--- src/hdl/kwl_pkg.sv ---
// kwl_pkg: shared types, token codes and keyword tables of the keyword token lexer
// no dependencies; used by the interfaces, kwl_scan, kwl_id_store and the top level

package kwl_pkg;

  // token kinds
  localparam logic [3:0] KIND_INT    = 4'd0;
  localparam logic [3:0] KIND_VOID   = 4'd1;
  localparam logic [3:0] KIND_RETURN = 4'd2;
  localparam logic [3:0] KIND_ASSIGN = 4'd3;
  localparam logic [3:0] KIND_LPAREN = 4'd4;
  localparam logic [3:0] KIND_RPAREN = 4'd5;
  localparam logic [3:0] KIND_LBRACE = 4'd6;
  localparam logic [3:0] KIND_RBRACE = 4'd7;
  localparam logic [3:0] KIND_SEMI   = 4'd8;
  localparam logic [3:0] KIND_LIT    = 4'd9;
  localparam logic [3:0] KIND_IDENT  = 4'd10;
  localparam logic [3:0] KIND_ERROR  = 4'd11;

  // error codes
  localparam logic [1:0] ERR_NONE     = 2'd0;
  localparam logic [1:0] ERR_BAD_CHAR = 2'd1;
  localparam logic [1:0] ERR_LIT_OVF  = 2'd2;
  localparam logic [1:0] ERR_ID_LONG  = 2'd3;

  // keyword indexes
  localparam logic [1:0] KW_INT    = 2'd0;
  localparam logic [1:0] KW_VOID   = 2'd1;
  localparam logic [1:0] KW_RETURN = 2'd2;

  localparam logic [30:0] LIT_MAX = 31'h7fff_ffff;

  // one result item
  typedef struct packed {
    logic [3:0]  kind;
    logic [30:0] value;
    logic [7:0]  ch;
    logic        last;
    logic [1:0]  err;
    logic        send;
  } kwl_res_t;

  // identifier character stream from the store to the scanner
  typedef struct packed {
    logic       valid;
    logic       last;
    logic [7:0] ch;
  } kwl_fl_t;

  function automatic logic [3:0] kw_len(input logic [1:0] k);
    logic [3:0] n;
    case (k)
      KW_VOID:   n = 4'd3;
      KW_RETURN: n = 4'd9;
      default:   n = 4'd6;
    endcase
    return n;
  endfunction

  // keyword spelling, one byte per position
  function automatic logic [7:0] kw_char(input logic [1:0] k, input logic [3:0] n);
    logic [7:0] c;
    c = 8'h00;
    case (k)
      KW_VOID: begin
        case (n)
          4'd0:    c = "t";
          4'd1:    c = "o";
          4'd2:    c = "m";
          default: c = 8'h00;
        endcase
      end
      KW_RETURN: begin
        case (n)
          4'd0:    c = "r";
          4'd1:    c = "e";
          4'd2:    c = "t";
          4'd3:    c = "u";
          4'd4:    c = "r";
          4'd5:    c = "n";
          4'd6:    c = "e";
          4'd7:    c = "r";
          4'd8:    c = "a";
          default: c = 8'h00;
        endcase
      end
      default: begin
        case (n)
          4'd0:    c = "h";
          4'd1:    c = "e";
          4'd2:    c = "l";
          4'd3:    c = "t";
          4'd4:    c = "a";
          4'd5:    c = "l";
          default: c = 8'h00;
        endcase
      end
    endcase
    return c;
  endfunction

endpackage

--- src/hdl/kwl_if.sv ---
// kwl_if: valid/ready channel interfaces for source bytes and result items
// depends on kwl_pkg

interface kwl_in_if;
  import kwl_pkg::*;
  logic       valid;
  logic       ready;
  logic [7:0] source_char;
  logic       source_end;

  modport source (output valid, output source_char, output source_end, input ready);
  modport sink (input valid, input source_char, input source_end, output ready);
endinterface

interface kwl_out_if;
  import kwl_pkg::*;
  logic        valid;
  logic        ready;
  logic [3:0]  token_kind;
  logic [30:0] literal_value;
  logic [7:0]  text_char;
  logic        text_last;
  logic [1:0]  error_code;
  logic        stream_end;

  modport source (output valid, output token_kind, output literal_value, output text_char,
                  output text_last, output error_code, output stream_end, input ready);
  modport sink (input valid, input token_kind, input literal_value, input text_char,
                input text_last, input error_code, input stream_end, output ready);
endinterface

--- src/hdl/kwl_id_store.sv ---
// kwl_id_store: identifier character memory with a streaming read-out sequencer
// depends on kwl_pkg

module kwl_id_store #(
  parameter int MAX_ID_LEN = 32,
  localparam int AW = $clog2(MAX_ID_LEN),
  localparam int LW = $clog2(MAX_ID_LEN + 1)
) (
  input  logic            clk,
  input  logic            rst_n,
  input  logic            wr_en,
  input  logic [AW-1:0]   wr_addr,
  input  logic [7:0]      wr_data,
  input  logic            fl_start,
  input  logic [LW-1:0]   fl_len,
  input  logic            fl_take,
  output kwl_pkg::kwl_fl_t fl
);
  import kwl_pkg::*;

  logic [7:0]    mem [MAX_ID_LEN];
  logic [7:0]    rdata_r;
  logic [LW-1:0] rd_idx_r, rd_idx_nxt;
  logic [LW-1:0] len_r, len_nxt;
  logic          have_r, have_nxt;
  logic          busy_r, busy_nxt;
  logic          rd_en;

  // read ahead as long as the data register is free or being drained
  assign rd_en = busy_r && (rd_idx_r != len_r) && (!have_r || fl_take);

  assign fl.valid = have_r;
  assign fl.last  = (rd_idx_r == len_r);
  assign fl.ch    = rdata_r;

  always_ff @(posedge clk) begin
    if (wr_en) begin
      mem[wr_addr] <= wr_data;
    end
    if (rd_en) begin
      rdata_r <= mem[rd_idx_r[AW-1:0]];
    end
  end

  always_comb begin
    rd_idx_nxt = rd_idx_r;
    len_nxt    = len_r;
    have_nxt   = have_r;
    busy_nxt   = busy_r;
    if (fl_start) begin
      rd_idx_nxt = '0;
      len_nxt    = fl_len;
      have_nxt   = 1'b0;
      busy_nxt   = 1'b1;
    end else begin
      if (rd_en) begin
        rd_idx_nxt = rd_idx_r + 1'b1;
        have_nxt   = 1'b1;
      end else if (fl_take) begin
        have_nxt = 1'b0;
      end
      if (fl_take && fl.last) begin
        busy_nxt = 1'b0;
      end
    end
  end

  always_ff @(posedge clk) begin
    if (!rst_n) begin
      rd_idx_r <= '0;
      len_r    <= '0;
      have_r   <= 1'b0;
      busy_r   <= 1'b0;
    end else begin
      rd_idx_r <= rd_idx_nxt;
      len_r    <= len_nxt;
      have_r   <= have_nxt;
      busy_r   <= busy_nxt;
    end
  end

  // no write may land while a read-out is in flight
  a_no_wr_busy: assert property (@(posedge clk) disable iff (!rst_n) wr_en |-> !busy_r)
    else $error("identifier write during read-out");
  a_idx_bound: assert property (@(posedge clk) disable iff (!rst_n)
    busy_r |-> (rd_idx_r <= len_r))
    else $error("read index past identifier length");
  a_have_read: assert property (@(posedge clk) disable iff (!rst_n)
    have_r |-> (rd_idx_r != '0))
    else $error("data held without a read issued");

endmodule

--- src/hdl/kwl_scan.sv ---
// kwl_scan: byte sequencer of the lexer, keyword/literal/identifier scanning
// depends on kwl_pkg; drives kwl_id_store through its write and read-out ports

module kwl_scan #(
  parameter int MAX_ID_LEN = 32,
  localparam int AW = $clog2(MAX_ID_LEN),
  localparam int LW = $clog2(MAX_ID_LEN + 1)
) (
  input  logic              clk,
  input  logic              rst_n,
  input  logic              in_valid,
  input  logic [7:0]        in_char,
  input  logic              in_end,
  output logic              in_ready,
  input  logic              res_ready,
  output logic              res_valid,
  output kwl_pkg::kwl_res_t res,
  output logic              wr_en,
  output logic [AW-1:0]     wr_addr,
  output logic [7:0]        wr_data,
  output logic              fl_start,
  output logic [LW-1:0]     fl_len,
  output logic              fl_take,
  input  kwl_pkg::kwl_fl_t  fl
);
  import kwl_pkg::*;

  localparam logic [1:0] ST_RUN   = 2'd0;
  localparam logic [1:0] ST_PASS  = 2'd1;
  localparam logic [1:0] ST_FLUSH = 2'd2;
  localparam logic [1:0] ST_ENDF  = 2'd3;

  localparam logic [2:0] MODE_IDLE    = 3'd0;
  localparam logic [2:0] MODE_KEYWORD = 3'd1;
  localparam logic [2:0] MODE_NUMBER  = 3'd2;
  localparam logic [2:0] MODE_IDENT   = 3'd3;
  localparam logic [2:0] MODE_SKIP    = 3'd4;

  function automatic logic is_digit(input logic [7:0] c);
    return (c >= "0") && (c <= "9");
  endfunction

  function automatic logic is_alpha(input logic [7:0] c);
    return ((c >= "a") && (c <= "z")) || ((c >= "A") && (c <= "Z"));
  endfunction

  function automatic logic is_space(input logic [7:0] c);
    return (c == 8'd32) || ((c >= 8'd9) && (c <= 8'd13));
  endfunction

  logic [1:0]    st_r, st_nxt;
  logic [2:0]    mode_r, mode_nxt;
  logic [1:0]    kcand_r, kcand_nxt;
  logic [3:0]    kcnt_r, kcnt_nxt;
  logic [30:0]   acc_r, acc_nxt;
  logic          ovf_r, ovf_nxt;
  logic [LW-1:0] idlen_r, idlen_nxt;
  logic [7:0]    c_r, c_nxt;
  logic          end_r, end_nxt;
  logic          fend_r, fend_nxt;

  logic [7:0]    cur_c;
  logic          cur_end;
  logic          go;
  logic          p_rehandle;
  logic          p_flush;
  logic [34:0]   acc_x10;

  assign cur_c    = (st_r == ST_RUN) ? in_char : c_r;
  assign cur_end  = (st_r == ST_RUN) ? in_end : end_r;
  assign in_ready = (st_r == ST_RUN) && res_ready;
  assign go       = (st_r == ST_RUN) ? (in_valid && res_ready) : ((st_r == ST_PASS) && res_ready);
  assign fl_len   = idlen_r;

  assign acc_x10 = ({4'b0, acc_r} << 3) + ({4'b0, acc_r} << 1) + {31'b0, cur_c[3:0]};

  always_comb begin
    st_nxt     = st_r;
    mode_nxt   = mode_r;
    kcand_nxt  = kcand_r;
    kcnt_nxt   = kcnt_r;
    acc_nxt    = acc_r;
    ovf_nxt    = ovf_r;
    idlen_nxt  = idlen_r;
    c_nxt      = c_r;
    end_nxt    = end_r;
    fend_nxt   = fend_r;
    res_valid  = 1'b0;
    res        = '0;
    res.last   = 1'b1;
    wr_en      = 1'b0;
    wr_addr    = idlen_r[AW-1:0];
    wr_data    = cur_c;
    fl_start   = 1'b0;
    fl_take    = 1'b0;
    p_rehandle = 1'b0;
    p_flush    = 1'b0;

    case (st_r)
      ST_RUN, ST_PASS: begin
        if (go) begin
          if (st_r == ST_RUN) begin
            c_nxt   = in_char;
            end_nxt = in_end;
          end
          case (mode_r)
            MODE_SKIP: begin
            end
            MODE_NUMBER: begin
              if (is_digit(cur_c)) begin
                if (!ovf_r) begin
                  if (acc_x10 > {4'b0, LIT_MAX}) begin
                    ovf_nxt = 1'b1;
                    acc_nxt = LIT_MAX;
                  end else begin
                    acc_nxt = acc_x10[30:0];
                  end
                end
              end else if (ovf_r) begin
                res_valid = 1'b1;
                res.kind  = KIND_ERROR;
                res.err   = ERR_LIT_OVF;
                res.send  = cur_end;
                mode_nxt  = MODE_SKIP;
                acc_nxt   = '0;
                ovf_nxt   = 1'b0;
              end else begin
                // literal ends; the byte is handled again from idle
                res_valid  = 1'b1;
                res.kind   = KIND_LIT;
                res.value  = acc_r;
                res.send   = cur_end && is_space(cur_c);
                mode_nxt   = MODE_IDLE;
                acc_nxt    = '0;
                p_rehandle = 1'b1;
              end
            end
            MODE_IDENT: begin
              if (is_alpha(cur_c) || is_digit(cur_c) || (cur_c == "_")) begin
                if (idlen_r >= LW'(MAX_ID_LEN)) begin
                  res_valid = 1'b1;
                  res.kind  = KIND_ERROR;
                  res.err   = ERR_ID_LONG;
                  res.send  = cur_end;
                  idlen_nxt = '0;
                  mode_nxt  = MODE_SKIP;
                end else begin
                  wr_en     = 1'b1;
                  idlen_nxt = idlen_r + 1'b1;
                end
              end else begin
                p_flush = 1'b1;
              end
            end
            MODE_KEYWORD: begin
              if ((kcnt_r < kw_len(kcand_r)) && (kw_char(kcand_r, kcnt_r) == cur_c)) begin
                // prefix keeps growing; the buffer holds it in case it breaks
                wr_en     = 1'b1;
                kcnt_nxt  = kcnt_r + 1'b1;
                idlen_nxt = idlen_r + 1'b1;
                if ((kcnt_r + 1'b1) == kw_len(kcand_r)) begin
                  res_valid = 1'b1;
                  res.kind  = {2'b0, kcand_r};
                  res.send  = cur_end;
                  idlen_nxt = '0;
                  kcnt_nxt  = '0;
                  mode_nxt  = MODE_IDLE;
                end
              end else begin
                kcnt_nxt   = '0;
                mode_nxt   = MODE_IDENT;
                p_rehandle = 1'b1;
              end
            end
            default: begin
              mode_nxt = MODE_IDLE;
              res.send = cur_end;
              case (cur_c)
                "=": begin res_valid = 1'b1; res.kind = KIND_ASSIGN; end
                "(": begin res_valid = 1'b1; res.kind = KIND_LPAREN; end
                ")": begin res_valid = 1'b1; res.kind = KIND_RPAREN; end
                "{": begin res_valid = 1'b1; res.kind = KIND_LBRACE; end
                "}": begin res_valid = 1'b1; res.kind = KIND_RBRACE; end
                ";": begin res_valid = 1'b1; res.kind = KIND_SEMI; end
                default: begin
                  if (is_space(cur_c)) begin
                  end else if (is_digit(cur_c)) begin
                    acc_nxt  = {27'b0, cur_c[3:0]};
                    ovf_nxt  = 1'b0;
                    mode_nxt = MODE_NUMBER;
                  end else if (is_alpha(cur_c) || (cur_c == "_")) begin
                    wr_en     = 1'b1;
                    wr_addr   = '0;
                    idlen_nxt = LW'(1);
                    mode_nxt  = MODE_IDENT;
                    if (cur_c == kw_char(KW_INT, 4'd0)) begin
                      kcand_nxt = KW_INT;
                      kcnt_nxt  = 4'd1;
                      mode_nxt  = MODE_KEYWORD;
                    end else if (cur_c == kw_char(KW_VOID, 4'd0)) begin
                      kcand_nxt = KW_VOID;
                      kcnt_nxt  = 4'd1;
                      mode_nxt  = MODE_KEYWORD;
                    end else if (cur_c == kw_char(KW_RETURN, 4'd0)) begin
                      kcand_nxt = KW_RETURN;
                      kcnt_nxt  = 4'd1;
                      mode_nxt  = MODE_KEYWORD;
                    end
                  end else begin
                    res_valid = 1'b1;
                    res.kind  = KIND_ERROR;
                    res.err   = ERR_BAD_CHAR;
                    mode_nxt  = MODE_SKIP;
                  end
                end
              endcase
            end
          endcase

          if (p_flush) begin
            st_nxt   = ST_FLUSH;
            fl_start = 1'b1;
            fend_nxt = 1'b0;
          end else if (p_rehandle) begin
            st_nxt = ST_PASS;
          end else if (cur_end) begin
            st_nxt = ST_ENDF;
          end else begin
            st_nxt = ST_RUN;
          end
        end
      end

      ST_FLUSH: begin
        res_valid = fl.valid && res_ready;
        res.kind  = KIND_IDENT;
        res.ch    = fl.ch;
        res.last  = fl.last;
        res.send  = fl.last && (fend_r || (end_r && is_space(c_r)));
        fl_take   = fl.valid && res_ready;
        if (fl_take && fl.last) begin
          idlen_nxt = '0;
          kcnt_nxt  = '0;
          mode_nxt  = MODE_IDLE;
          if (fend_r) begin
            kcand_nxt = '0;
            acc_nxt   = '0;
            ovf_nxt   = 1'b0;
            st_nxt    = ST_RUN;
          end else begin
            st_nxt = ST_PASS;
          end
        end
      end

      ST_ENDF: begin
        if (res_ready) begin
          if ((mode_r == MODE_IDENT) || (mode_r == MODE_KEYWORD)) begin
            st_nxt   = ST_FLUSH;
            fl_start = 1'b1;
            fend_nxt = 1'b1;
          end else begin
            if (mode_r == MODE_NUMBER) begin
              res_valid = 1'b1;
              res.send  = 1'b1;
              if (ovf_r) begin
                res.kind = KIND_ERROR;
                res.err  = ERR_LIT_OVF;
              end else begin
                res.kind  = KIND_LIT;
                res.value = acc_r;
              end
            end
            mode_nxt  = MODE_IDLE;
            kcand_nxt = '0;
            kcnt_nxt  = '0;
            acc_nxt   = '0;
            ovf_nxt   = 1'b0;
            idlen_nxt = '0;
            st_nxt    = ST_RUN;
          end
        end
      end

      default: begin
        st_nxt = ST_RUN;
      end
    endcase
  end

  always_ff @(posedge clk) begin
    if (!rst_n) begin
      st_r    <= ST_RUN;
      mode_r  <= MODE_IDLE;
      kcand_r <= '0;
      kcnt_r  <= '0;
      acc_r   <= '0;
      ovf_r   <= 1'b0;
      idlen_r <= '0;
      end_r   <= 1'b0;
      fend_r  <= 1'b0;
    end else begin
      st_r    <= st_nxt;
      mode_r  <= mode_nxt;
      kcand_r <= kcand_nxt;
      kcnt_r  <= kcnt_nxt;
      acc_r   <= acc_nxt;
      ovf_r   <= ovf_nxt;
      idlen_r <= idlen_nxt;
      end_r   <= end_nxt;
      fend_r  <= fend_nxt;
    end
  end

  always_ff @(posedge clk) begin
    c_r <= c_nxt;
  end

  a_res_slot: assert property (@(posedge clk) disable iff (!rst_n) res_valid |-> res_ready)
    else $error("result issued with no free output slot");
  a_flush_mode: assert property (@(posedge clk) disable iff (!rst_n)
    (st_r == ST_FLUSH) |-> ((mode_r == MODE_IDENT) || (mode_r == MODE_KEYWORD)))
    else $error("read-out outside an identifier");
  a_kw_len: assert property (@(posedge clk) disable iff (!rst_n)
    (mode_r == MODE_KEYWORD) |-> ((kcnt_r != 4'd0) && (idlen_r == LW'(kcnt_r))))
    else $error("keyword prefix and buffer length disagree");

endmodule

--- src/hdl/keyword_token_lexer_unit.sv ---
// keyword_token_lexer_unit: top level of the keyword token lexer
// a broken keyword prefix, or an ended literal that did not overflow, has its ending byte
// handled a second time; an ended identifier is read out first and then its ending byte is
// handled again; the end byte is followed by an end check
// an identifier is read out of the identifier memory through a registered read, one memory
// read per cycle while the output register can take the characters
// results leave through one output register, in the cycle after they are formed
// rst_n is synchronous, active low: scanner, read-out and output register go idle; the
// identifier memory is not cleared, as an entry is always written before it is read
// depends on kwl_pkg, kwl_if, kwl_id_store and kwl_scan

module keyword_token_lexer_unit #(
  parameter int MAX_ID_LEN = 32
) (
  input  logic      clk,
  input  logic      rst_n,
  kwl_in_if.sink    in_ch,
  kwl_out_if.source out_ch
);
  import kwl_pkg::*;

  localparam int AW = $clog2(MAX_ID_LEN);
  localparam int LW = $clog2(MAX_ID_LEN + 1);

  // scanner to output register
  logic          res_ready;
  logic          res_valid;
  kwl_res_t      res;

  // scanner to identifier memory
  logic          wr_en;
  logic [AW-1:0] wr_addr;
  logic [7:0]    wr_data;
  logic          fl_start;
  logic [LW-1:0] fl_len;
  logic          fl_take;
  kwl_fl_t       fl;

  // output register
  logic          out_valid_r, out_valid_nxt;
  kwl_res_t      out_res_r, out_res_nxt;

  // the register is free when empty or when its item leaves this cycle
  assign res_ready = !out_valid_r || out_ch.ready;

  kwl_scan #(
    .MAX_ID_LEN(MAX_ID_LEN)
  ) u_scan (
    .clk      (clk),
    .rst_n    (rst_n),
    .in_valid (in_ch.valid),
    .in_char  (in_ch.source_char),
    .in_end   (in_ch.source_end),
    .in_ready (in_ch.ready),
    .res_ready(res_ready),
    .res_valid(res_valid),
    .res      (res),
    .wr_en    (wr_en),
    .wr_addr  (wr_addr),
    .wr_data  (wr_data),
    .fl_start (fl_start),
    .fl_len   (fl_len),
    .fl_take  (fl_take),
    .fl       (fl)
  );

  // identifier characters live here until the token ends
  kwl_id_store #(
    .MAX_ID_LEN(MAX_ID_LEN)
  ) u_id_store (
    .clk     (clk),
    .rst_n   (rst_n),
    .wr_en   (wr_en),
    .wr_addr (wr_addr),
    .wr_data (wr_data),
    .fl_start(fl_start),
    .fl_len  (fl_len),
    .fl_take (fl_take),
    .fl      (fl)
  );

  // output register load and drain
  always_comb begin
    out_valid_nxt = out_valid_r;
    out_res_nxt   = out_res_r;
    if (res_valid && res_ready) begin
      out_valid_nxt = 1'b1;
      out_res_nxt   = res;
    end else if (out_ch.ready) begin
      out_valid_nxt = 1'b0;
    end
  end

  always_ff @(posedge clk) begin
    if (!rst_n) begin
      out_valid_r <= 1'b0;
    end else begin
      out_valid_r <= out_valid_nxt;
    end
  end

  // payload needs no reset
  always_ff @(posedge clk) begin
    out_res_r <= out_res_nxt;
  end

  assign out_ch.valid         = out_valid_r;
  assign out_ch.token_kind    = out_res_r.kind;
  assign out_ch.literal_value = out_res_r.value;
  assign out_ch.text_char     = out_res_r.ch;
  assign out_ch.text_last     = out_res_r.last;
  assign out_ch.error_code    = out_res_r.err;
  assign out_ch.stream_end    = out_res_r.send;

endmodule

--- src/flat_wrapper.sv ---
// flat-port wrapper written by rule: the top's interface ports become plain ports
module keyword_token_lexer_unit_flat import kwl_pkg::*;
#(
  parameter int MAX_ID_LEN = 32
)
  (clk, rst_n, in_ch_valid, in_ch_source_char, in_ch_source_end, in_ch_ready, out_ch_valid, out_ch_token_kind, out_ch_literal_value, out_ch_text_char, out_ch_text_last, out_ch_error_code, out_ch_stream_end, out_ch_ready);
  kwl_in_if in_ch_i ();
  kwl_out_if out_ch_i ();
  input  logic clk;
  input  logic rst_n;
  input wire logic [$bits(in_ch_i.valid)-1:0] in_ch_valid;
  input wire logic [$bits(in_ch_i.source_char)-1:0] in_ch_source_char;
  input wire logic [$bits(in_ch_i.source_end)-1:0] in_ch_source_end;
  output wire logic [$bits(in_ch_i.ready)-1:0] in_ch_ready;
  output wire logic [$bits(out_ch_i.valid)-1:0] out_ch_valid;
  output wire logic [$bits(out_ch_i.token_kind)-1:0] out_ch_token_kind;
  output wire logic [$bits(out_ch_i.literal_value)-1:0] out_ch_literal_value;
  output wire logic [$bits(out_ch_i.text_char)-1:0] out_ch_text_char;
  output wire logic [$bits(out_ch_i.text_last)-1:0] out_ch_text_last;
  output wire logic [$bits(out_ch_i.error_code)-1:0] out_ch_error_code;
  output wire logic [$bits(out_ch_i.stream_end)-1:0] out_ch_stream_end;
  input wire logic [$bits(out_ch_i.ready)-1:0] out_ch_ready;
  assign in_ch_i.valid = in_ch_valid;
  assign in_ch_i.source_char = in_ch_source_char;
  assign in_ch_i.source_end = in_ch_source_end;
  assign in_ch_ready = in_ch_i.ready;
  assign out_ch_valid = out_ch_i.valid;
  assign out_ch_token_kind = out_ch_i.token_kind;
  assign out_ch_literal_value = out_ch_i.literal_value;
  assign out_ch_text_char = out_ch_i.text_char;
  assign out_ch_text_last = out_ch_i.text_last;
  assign out_ch_error_code = out_ch_i.error_code;
  assign out_ch_stream_end = out_ch_i.stream_end;
  assign out_ch_i.ready = out_ch_ready;
  keyword_token_lexer_unit #(.MAX_ID_LEN(MAX_ID_LEN)) u_core (.clk(clk), .rst_n(rst_n), .in_ch(in_ch_i), .out_ch(out_ch_i));
endmodule
--- config.mk ---
export PLATFORM = sky130hd
export DESIGN_NAME = keyword_token_lexer_unit_flat
export DESIGN_NICKNAME = d
export VERILOG_FILES = /design/src/hdl/kwl_pkg.sv /design/src/hdl/kwl_if.sv /design/src/hdl/kwl_id_store.sv /design/src/hdl/kwl_scan.sv /design/src/hdl/keyword_token_lexer_unit.sv /design/src/flat_wrapper.sv
export SDC_FILE = /design/constraint.sdc
export NUM_CORES = 1
export LEC_CHECK = 0
export ABC_AREA = 0
export ABC_CLOCK_PERIOD_IN_PS = 9700
export BUFFER_PORTS_ARGS = -buffer_cell sky130_fd_sc_hd__buf_4
export CORE_MARGIN = 2
export CORE_UTILIZATION = 50
export DETAILED_ROUTE_END_ITERATION = 8
export GPL_TIMING_DRIVEN = 1
export HOLD_SLACK_MARGIN = 0.1
export PLACE_DENSITY = 0.72
export SETUP_SLACK_MARGIN = 0.05
export SYNTH_ARGS = -nofsm -noshare
export SYNTH_HDL_FRONTEND = slang
export SYNTH_HIERARCHICAL = 1
export SYNTH_SLANG_ARGS = --single-unit
--- constraint.sdc ---
create_clock -name clk -period 9.7 [get_ports clk]
set_clock_uncertainty 0.05 [all_clocks]
set_input_delay 0.485 -clock clk [delete_from_list [all_inputs] [get_ports clk]]
set_output_delay 0.485 -clock clk [all_outputs]
set_load 0.02 [all_outputs]
==> impl_results.md <==
* Pwr/cell area at 247 nW/um^2
* Post-CTS Setup Inserts at 0
* CP endpoint: u_core/u_scan/acc_r[24]
* GPL Wtd Cong at 0.944
* Setup crit start kind: flop
* DR iter-0 viols at 1519
* Crit path top cell by count: ha_1
* P_sw at 1.82 mW
* DR vias/cell at 6.21
* Post-Place Setup Slack at 4.10 ns
* DIE HEIGHT at 203 um
* Fin crit share at 0.589
* Largest net degree at the start of global routing at 51
* Grt ovf at 0
* Status: finished, final reports clean
* Core box area at 38800 um^2
* Worst r2r dst: u_core/u_scan/acc_r[24]
* Prevailing post-synth register cell: edfxtp_1
* Kind of critical path: flop to flop
* CTS HTree Levels at 2
* GRT met1 Usage at 0.321
* Beginning of the critical path: u_core/u_scan/st_r[0]
* Hold_sp: out_ch_ready
* Die Area at 41200 um^2
* Clk buf depth at 3
* Ant diodes at 0
* Final Hold Vio Count at 0
* Share of layout cells above drive strength 1 at 0.164
* Slowest stage cell on the critical path: dfxtp_1
* Post-synth net total at 1613
* Setup ws final at 3.99 ns
* Routed vias at 13069
* Worst VDD drop at 0.204 mV
* Synthesized area per cell at 13.0 um^2
* Max incr delay on CP at 0.94 ns
* Vias in the first global route at 13066
* Critical path arrival at 6.03 ns
* Ys Warns at 6
* Setup TNS Final at 0 ns
* Clock Latency Late Sink at 0.56 ns
* Worst min-delay path class: input pin to flop
* Clock Sinks at 391
* Hold Buf Count CTS at 0
* Sequential share of the synthesized area at 0.557
* Final min period at 5.71 ns
* R2R depth at 16
* CTS tree: done
* Yosys top cell area share at 0.484
* GRT Max-Usage Layer: met2
* Most numerous cell in the Yosys netlist: edfxtp_1
* Final ANT Viol Nets at 0
* WP data required at 10.03 ns
* CP endpoint kind: flop
* Netlist cell types at 111
* GR Layer Usage met3 at 0.0368
* Port Buffer Count at 61
* Worst Path Max Fanout at 41
* Initial Utilization at 0.510
* RSZ-0062 raised after global routing: no
* Reg-to-Reg Start: u_core/u_scan/st_r[0]
* Register bit total from synthesis at 391
* Hold path depth at 3
* Crit. path cell count at 16
* Clock Power Share at 0.295
* Pint at 3.58 mW
* First-pass GRT wire length at 74300 um
* Logic pwr share at 0.272
* Slew Limit Fails at 0
* Crit-path cells: nor2_8, mux2i_4, inv_2, ha_1, ha_1, inv_1, fa_1, nor2b_1, o2111ai_1, nand2_1, a221oi_2, a2111oi_0, nor3_2, a2111oi_4, a21o_1, o211ai_1
* Post-cts sizing count at 0
* Max-cap violations at 0
* Final nets at 1648
* Syn-to-layout area delta at 10.4%
* Antenna violations before repair at 0
* Worst Tran Pin Value at 1.31 ns
* Post-route DRC at 0
* EDFF count, synth at 319
* Fraction of synthesis flops using an asynchronous set or reset pin at 0
* Die width at 203 um
* Cell family with most CP delay: compound AO/OA/AOI/OAI gates
* Num CTS Buffers at 42
* Ranking of synthesized cells by area: edfxtp_1, dfxtp_1, mux4_2
* Post-synth top cells: edfxtp_1, nor2_1, nand2_1, ha_1, a21oi_1
* TritonRoute pass-1 iters at 5
* Mapped Area at 19800 um^2
* IO Pins at 62
* Wire per inst at 22.3 um
* Leak at 7.76 nW
* Switching share of power at 0.336
* R2R setup slack at 3.99 ns
* Relative slew margins at 0.123
* CP Buf/Inv Count at 2
* Row cnt at 72
* Top cell type by total area after synthesis: edfxtp_1
* Met2 Usage GRT at 0.374
* Achievable Freq at 0.175 GHz
* DRT Wirelength at 46900 um
* Root Buffer: clkbuf_16
* End-of-flow core utilization at 0.563
* Sequential fraction of design power at 0.433
* Clock-pin slew on the worst setup and hold paths at 0.06 ns
* Synthesized instance count at 1519
* Hpwl dp at 31400 um
* Final setup violation count at 0
* Total track usage at 0.231
-- sequential cells by signal (all words and copies together) (netlist names), 6 cells and up, named ones only --
register	flops
u_core/out_ch.literal_value	31
u_core/out_ch.text_char	8
u_core/u_id_store/len_r	6
u_core/u_id_store/mem	256
u_core/u_id_store/rd_idx_r	6
u_core/u_id_store/rdata_r	8
u_core/u_scan/acc_r	31
u_core/u_scan/c_r	8
u_core/u_scan/fl_len	6
-- worst min path at each step --
stage | slack [ns] | end
after floorplan | 0.40 | u_core/u_id_store/rd_idx_r[5]
after global placement | 0.42 | u_core/u_id_store/rd_idx_r[5]
after detailed placement | 0.43 | u_core/u_id_store/rd_idx_r[5]
after CTS | 0.20 | u_core/out_ch.valid
after global routing | 0.22 | u_core/out_ch.valid
final | 0.22 | u_core/out_ch.valid
-- power by group through the flow --
stage               clock network (mW)  logic [mW]  registers [mW]
global route                      1.69        1.57            2.36
finish                            1.59        1.47            2.34
global placement                     0        1.43            2.37
detailed placement                   0        1.45            2.37
floorplan                            0       0.858            2.44
CTS                               1.62        1.46            2.34
-- routing by layer --
metal / wire, um / up-vias
li1: - / 5957
met2: 22000 / 555
met4: 1360 / 0
met5: 0 / -
met3: 3430 / 83
met1: 20100 / 6474
-- placed cells by master (no fill, tap or decap), types with 43 or more instances in the layout --
| cell | synthesis | routed |
|---|---|---|
| dfxtp_1 | 72 | 68 |
| edfxtp_1 | 319 | 319 |
| and2_1 | 49 | 49 |
| clkbuf_16 | 0 | 43 |
| nand2_1 | 88 | 88 |
| mux2i_1 | 64 | 64 |
| buf_4 | 10 | 70 |
| mux4_2 | 46 | 46 |
| a21oi_1 | 74 | 74 |
| nor2_1 | 91 | 91 |
| ha_1 | 79 | 79 |
-- per-stage QoR --
| stage | power, mW | instance area (um^2) | std cells | hold WS, ns |
|---|---|---|---|---|
| 2_1_floorplan | 3.30 | 19800 | 1519 | 0.404 |
| 3_3_place_gp | 3.80 | 20500 | 2028 | 0.422 |
| 3_5_place_dp | 3.82 | 20500 | 2028 | 0.433 |
| 4_1_cts | 5.42 | 21800 | 2106 | 0.203 |
| 5_1_grt | 5.62 | 21800 | 2106 | 0.222 |
| 6_report | 5.40 | 21800 | 2106 | 0.223 |
-- worst reg2reg max path, cell delays in order, from the launching register on --
cell and delay (ns):
dfxtp_1 0.94, nor2_8 0.17, mux2i_4 0.29, inv_2 0.56, ha_1 0.29, ha_1 0.16
inv_1 0.06, fa_1 0.40, nor2b_1 0.20, o2111ai_1 0.16, nand2_1 0.19, a221oi_2 0.12
a2111oi_0 0.48, nor3_2 0.12, a2111oi_4 0.42, a21o_1 0.73, o211ai_1 0.19
-- layout make-up --
cell class | count | area, um^2
timing repair buffer | 70 | 526
multi-input combinational | 1007 | 8110
sequential | 391 | 11000
fill | 3096 | 17000
inverter | 42 | 158
clock buffer | 52 | 1110
clock inverter | 26 | 272
tap | 518 | 648
-- cells by family after synthesis --
| group | count (synthesis) | share of synthesized area |
|---|---|---|
| adders and majority gates | 81 | 0.0520 |
| muxes | 124 | 0.0946 |
| buffers and inverters | 121 | 0.0340 |
| AOI/OAI and AO/OA | 337 | 0.127 |
| and+or+nand+nor | 425 | 0.118 |
| DFF | 391 | 0.557 |
| xor gates and xnor gates | 40 | 0.0177 |
Power figures use the tool's default switching activity.
